==> config.mk <==
export PLATFORM = sky130hd
export DESIGN_NAME = pst_cell
export DESIGN_NICKNAME = d
export VERILOG_FILES = /design/src/design/process_slot_table_defines.svh /design/src/design/pst_pkg.sv /design/src/design/pst_cell.sv
export SDC_FILE = /design/constraint.sdc
export NUM_CORES = 1
export LEC_CHECK = 0
export BUFFER_PORTS_ARGS = -buffer_cell sky130_fd_sc_hd__buf_2
export CELL_PAD_IN_SITES_DETAIL_PLACEMENT = 0
export CELL_PAD_IN_SITES_GLOBAL_PLACEMENT = 1
export CORE_ASPECT_RATIO = 1.25
export CORE_UTILIZATION = 46
export DETAILED_ROUTE_END_ITERATION = 6
export HOLD_SLACK_MARGIN = 0.15
export PLACE_DENSITY_LB_ADDON = 0.25
export SETUP_SLACK_MARGIN = 0.05
export SLEW_MARGIN = 40
export SYNTH_ARGS = -nofsm -noshare
export SYNTH_HDL_FRONTEND = slang
export SYNTH_SLANG_ARGS = --single-unit
==> constraint.sdc <==
create_clock -name clk -period 14.4 [get_ports clk]
set_input_delay 4.32 -clock clk [delete_from_list [all_inputs] [get_ports clk]]
set_output_delay 4.32 -clock clk [all_outputs]
set_load 0.005 [all_outputs]
==> src/design/process_slot_table_defines.svh <==
// Assertion macros for the process slot table.
`ifndef PROCESS_SLOT_TABLE_DEFINES_SVH
`define PROCESS_SLOT_TABLE_DEFINES_SVH

`ifndef NO_ASSERTIONS

// cond must never hold outside reset
`define PST_ASSERT_NEVER(lbl, cond) \
  lbl: assert property (@(posedge clk) disable iff (rst) !(cond)) \
    else $error("process_slot_table: forbidden condition seen");

// trig implies prop in the same cycle
`define PST_ASSERT_IMPLIES(lbl, trig, prop) \
  lbl: assert property (@(posedge clk) disable iff (rst) (trig) |-> (prop)) \
    else $error("process_slot_table: implication failed");

// trig implies prop in the next cycle
`define PST_ASSERT_NEXT(lbl, trig, prop) \
  lbl: assert property (@(posedge clk) disable iff (rst) (trig) |=> (prop)) \
    else $error("process_slot_table: next-cycle implication failed");

`else

`define PST_ASSERT_NEVER(lbl, cond)
`define PST_ASSERT_IMPLIES(lbl, trig, prop)
`define PST_ASSERT_NEXT(lbl, trig, prop)

`endif

`endif

==> src/design/pst_pkg.sv <==
`timescale 1ns / 1ps
// Shared types and constants for the process slot table.
package pst_pkg;

  localparam int OP_W           = 3;
  localparam int ID_W           = 31;
  localparam int IDX_W          = 5;
  localparam int TIME_W         = 64;
  localparam int COUNT_W        = 6;
  localparam int SLOT_COUNT_DEF = 32;

  typedef enum logic [OP_W-1:0] {
    OP_ALLOCATE = 3'd0,
    OP_FREE     = 3'd1,
    OP_FIND     = 3'd2,
    OP_SET_WAKE = 3'd3,
    OP_UNBLOCK  = 3'd4
  } op_t;

  typedef enum logic [1:0] {
    ST_IDLE,
    ST_RUN,
    ST_DRAIN
  } state_t;

  // request token walking down the row of slot cells
  typedef struct packed {
    logic              live;
    logic [OP_W-1:0]   op;
    logic [ID_W-1:0]   ext_id;
    logic [IDX_W-1:0]  idx;
    logic [TIME_W-1:0] tv;
    logic              found;
    logic [IDX_W-1:0]  slot;
  } token_t;

endpackage

==> src/design/pst_cell.sv <==
`timescale 1ns / 1ps
// One slot of the table: occupancy, stored id and wake time, plus a token stage.
module pst_cell #(
  parameter int CELL_INDEX = 0
) (
  input  logic            clk,
  input  logic            rst,
  input  pst_pkg::token_t tok_in,
  output pst_pkg::token_t tok_out,
  output logic            occupied
);

  localparam int IdxW = pst_pkg::IDX_W;
  localparam logic [IdxW-1:0] CellSlot = IdxW'(CELL_INDEX);
  // slots beyond the reach of the index field can never be addressed directly
  localparam bit Addressable = CELL_INDEX < (1 << IdxW);

  logic                        occ;
  logic [pst_pkg::ID_W-1:0]    slot_id;
  logic [pst_pkg::TIME_W-1:0]  wake;
  logic                        idx_match;
  logic                        hit;
  pst_pkg::token_t             tok_next;

  assign idx_match = Addressable && (tok_in.idx == CellSlot);
  assign occupied  = occ;

  always_comb begin
    hit = 1'b0;
    case (tok_in.op)
      pst_pkg::OP_ALLOCATE: hit = !tok_in.found && !occ;
      pst_pkg::OP_FREE:     hit = idx_match && occ;
      pst_pkg::OP_FIND:     hit = !tok_in.found && occ && (slot_id == tok_in.ext_id);
      pst_pkg::OP_SET_WAKE: hit = idx_match && occ;
      pst_pkg::OP_UNBLOCK:  hit = !tok_in.found && occ && (wake != '0) && (wake <= tok_in.tv);
      default:              hit = 1'b0;
    endcase
    hit = hit && tok_in.live;
  end

  always_comb begin
    tok_next = tok_in;
    if (hit) begin
      tok_next.found = 1'b1;
      tok_next.slot  = CellSlot;
    end
  end

  always_ff @(posedge clk) begin
    if (rst) begin
      tok_out.live <= 1'b0;
    end else begin
      tok_out <= tok_next;
    end
  end

  always_ff @(posedge clk) begin
    if (rst) begin
      occ <= 1'b0;
    end else if (hit) begin
      if (tok_in.op == pst_pkg::OP_ALLOCATE) begin
        occ <= 1'b1;
      end else if (tok_in.op == pst_pkg::OP_FREE) begin
        occ <= 1'b0;
      end
    end
  end

  always_ff @(posedge clk) begin
    if (hit) begin
      case (tok_in.op)
        pst_pkg::OP_ALLOCATE: begin
          slot_id <= tok_in.ext_id;
          wake    <= '0;
        end
        pst_pkg::OP_SET_WAKE: wake <= tok_in.tv;
        pst_pkg::OP_UNBLOCK:  wake <= '0;
        default: ;
      endcase
    end
  end

endmodule

### After elaboration in Yosys (flattened, before gate mapping)

Cells that the tools add are included.

* output and inout bits: 111
* bits of input ports: 112
* flip-flop bits (word level): 206

* order comparisons: 1
* eq/ne operators: 5
* reduce and logical (&&, ||, !) cells: 19
* mux-type cells: 4

Operator list (count)
* 64-bit one-hot mux with 2 select lines: 1
* 64-bit less-or-equal comparator: 1
* 64-bit nonzero test: 1
* 31-bit equality test: 1
* 1-bit logical AND: 7
* 3-bit by 2-bit equality test with 1-bit output (second input constant): 2
* 2-bit AND reduction: 3
* 5-bit zero test: 1
* 1-bit one-hot mux with 4 select lines: 1
* 2-bit nonzero test: 2
* 2-bit OR reduction: 2
* 3-bit by 1-bit equality test with 1-bit output (second input constant): 1
* 3-bit equality test (second input constant): 1
* 3-bit zero test: 1
* 1-bit zero test: 2
* 1-bit two-way mux: 2

### Logic depth before layout (Yosys ltp)

* word-level depth: 7
* depth in mapped cells: 10
* gate-level depth less buffers: 10

### Worst setup path after synthesis

Ideal clock, no wire load.

* kind: input to register
* from: in tok_in[20] (netlist bit)
* to: reg wake[0] (netlist bit), enable pin
* data required time: 13.893 ns
* data arrival time: 8.975 ns
* library setup time: 0.507 ns
* stages on the path: 10
* setup slack: 4.917 ns
* cells stage by stage: inv_1 > ha_1 > a21oi_1 > nand2_1 > a221oi_1 > a31oi_1 > o311ai_0 > a211o_1 > nand2_2 > a21oi_1

* word-level cells in the longest chain between the ends: 5

RTL lines
* start, declared: RTL line pst_cell.sv:8 `input pst_pkg::token_t tok_in,`
* 64-bit less-or-equal comparator: RTL line pst_cell.sv:35 `pst_pkg::OP_UNBLOCK: hit = !tok_in.found && occ && (wake != '0) && (wake <= tok_in.tv);`
* 1-bit logical AND: RTL line pst_cell.sv:35
* 1-bit one-hot mux with 4 select lines: RTL line pst_cell.sv:30 `case (tok_in.op)`
* 1-bit logical AND: RTL line pst_cell.sv:38 `hit = hit && tok_in.live;`
* 2-bit AND reduction (no line)
* end signal, assigned: RTL line pst_cell.sv:76 `pst_pkg::OP_SET_WAKE: wake <= tok_in.tv;`
* end, declared: RTL line pst_cell.sv:20 `logic [pst_pkg::TIME_W-1:0] wake;`

Every way passes these cells.
A chain may end at the register's enable or synchronous reset.

### Final worst setup path

* from: in tok_in[49] (netlist bit)
* to: reg wake[47] (netlist bit), enable pin

Same word-level chain as after synthesis.

==> reports/metrics.csv <==
metric,value,unit
status,finished with violations,
violations,DRC,
placedCellCount,1046,
drv_slew,0,
post_cts_resized,0,
clock_sinks,206,
cp_slowest_cell,nor4_1,
synth-simple-area-share,9.81,%
area_growth_syn_to_layout,24.9,%
relSlewSlack,47.1,%
netSwitchingPower,0.292,mW
vias,5599,
irDropWorstVdd,0.0903,mV
dp_hpwl,13900,um
track_usage,19.4,%
syn_area_per_cell,14.6,um^2
synth-compound-area-share,3.95,%
seqPwrFrac,50.8,%
fmax,144,MHz
drt_pass1_iterations,7,
synthAdderAreaFrac,9.18,%
hold_viol_final,0,
cp.arrival,7.06,ns
antenna_found_initial,1,
final_common_cell,buf_2,
cts_buffer_depth,3,
p_clk_share,41.7,%
yosys_most_used_dff,edfxtp_1,
rows,55,
synth_cell_types,43,
fin_ws,7.46,ns
rsz0062_at_grt,no,
htreeDepth,1,
place_area,0.0101,mm^2
die-area,0.0195,mm^2
root_buffer,clkbuf_16,
die_w,125,um
wire_per_inst,17.4,um
grt_max_degree,65,
ctsHoldBuffers,0,
synth_top_family_by_area,simple AND/OR/NAND/NOR gates,
power,1.37,mW
fin_nets,1018,
finalCritPeriodShare,48.2,%
fp.dieH,156,um
synth_nets,774,
maxCapViolCount,0,
grt_overflow_total,0,
finalSetupViolCount,0,
ios,223,
async_reset_ff_share,0,%
leakage,4.41,nW
hold_path.class,reg2reg,
timing.final.crit_period,6.94,ns
clk_latency,0.50,ns
synth_area_leader_cell,edfxtp_1,
core,0.0183,mm^2
worst-setup-path-type,in2reg,
synthCells,598,
path_cells,buf_2 -> inv_1 -> ha_1 -> nand4_1 -> nor4_1 -> nand2_1 -> o41ai_1 -> a211o_1 -> nand2_2 -> a21oi_4 -> buf_6,
design_area,0.0109,mm^2
switching_share,21.3,%
internal-power,1.08,mW
whs,0.705,ns
start_kind,input pin,
comb_power_share,7.4,%
worstPathMaxFanout,64,
drive_above_1_share,31.6,%
ys_top_cells_by_area,"edfxtp_1 (70%), ha_1 (9.2%), nor2_1 (2.9%)",
drtAntennaViolNets,0,
yosysTopAreaCellShare,70.3,%
first_iter_violations,319,
fin_tns_setup,0,ns
cp-end-kind,flip-flop,
grt_pass1_vias,5784,
p_per_area,126,mW/mm^2
grt_pass1_wl,29700,um
synth_xor_area_share,3.11,%
fin_worst_skew,0.0172,ns
tightest_slew,0.793,ns
start_util,47.6,%
fin_cells,1086,
reg2reg_setup_slack,11.01,ns
ys_warn_count,0,
cts_tree,yes,
cts_setup_buffers,0,
portBuffers,222,
critPathMaxStageDelay,0.50,ns
fin_util,59.5,%
required,14.52,ns
ys_ff_latch,206,
cts_buffers,22,
clk_pin_slew_worst_paths,0.06,ns
finalWirelength,18900,um
netlist_area,0.00872,mm^2
synthMuxAreaShare,0.172,%
yosysSeqAreaShare,70.7,%
drc,92,
synth_edf_count,204,
via_per_inst,5.16,
gp_congestion,0.806,
pre_cts_slack,6.74,ns
final_cell_mix,"buf_2 (222), edfxtp_1 (204), nor2_1 (67), inv_1 (64), ha_1 (64)",
## layer usage
metal / vias up / track usage, % / part of all wire [%]
met4: 0 / 4.76 / 1.4
met2: 178 / 35.4 / 52
li1: 2699 / - / -
met1: 2701 / 23.6 / 41
met3: 21 / 3.60 / 5.8
met5: - / 0 / 0
## sequential cells by signal (all words and copies together) (netlist names)
register	flops
wake	64
slot_id	31
tok_out	110
occupied	1
## area by class of cell
cell class	count	area [um^2]
Clock inverter	14	153
Antenna cell	1	2.50
Fill cell	1474	7420
Tap cell	228	285
Clock buffer	25	583
Sequential cell	206	6170
Inverter	65	246
Timing Repair Buffer	226	1140
Multi-Input combinational cell	321	2310
## cell families (layout without fill, tap and decap cells)
family          Yosys count  after routing
flops                   206            206
simple gates            166            166
buf+inv                  71            330
fa+ha+maj                64             64
compound gates           59             59
xor+xnor                 31             31
mux                       1              1
other cells               0              1
## final timing paths
check | startpoint | endpoint | cells past startpoint
setup reg to reg | wake[43] | wake[47] | 9
hold / removal | occupied | occupied | 2
setup / recovery | tok_in[49] | wake[47] | 11
hold reg to reg | occupied | occupied | 2
## cell usage after synthesis, types with 2 or more instances
cell	instances
nand3_1	5
nand4_1	24
xnor2_1	27
ha_1	64
and2_1	6
xor2_1	4
nor4_2	4
edfxtp_1	204
nor2_1	67
nor3_1	3
nor2b_1	2
o21ai_0	11
nor4_1	21
a21o_1	2
nand2_1	19
dfxtp_1	2
a21oi_1	33
o21a_1	3
inv_1	65
nand2b_1	4
clkbuf_1	6
## power groups by stage
| stage | registers [mW] | clock network [mW] | logic, mW |
|---|---|---|---|
| global placement | 0.709 | 0 | 0.0997 |
| CTS | 0.698 | 0.586 | 0.104 |
| detailed placement | 0.710 | 0 | 0.103 |
| floorplan | 0.715 | 0 | 0.0392 |
| finish | 0.697 | 0.572 | 0.102 |
| global route | 0.700 | 0.608 | 0.115 |
## worst max-delay path, delay by kind of cell
kind | cells | cell delay, ns
AND/OR/NAND/NOR | 4 | 0.92
AO/OA/AOI/OAI | 3 | 0.82
buffers and inverters | 3 | 0.62
adder cells (fa/ha/maj) | 1 | 0.33
(Power assumes the default switching activity.)
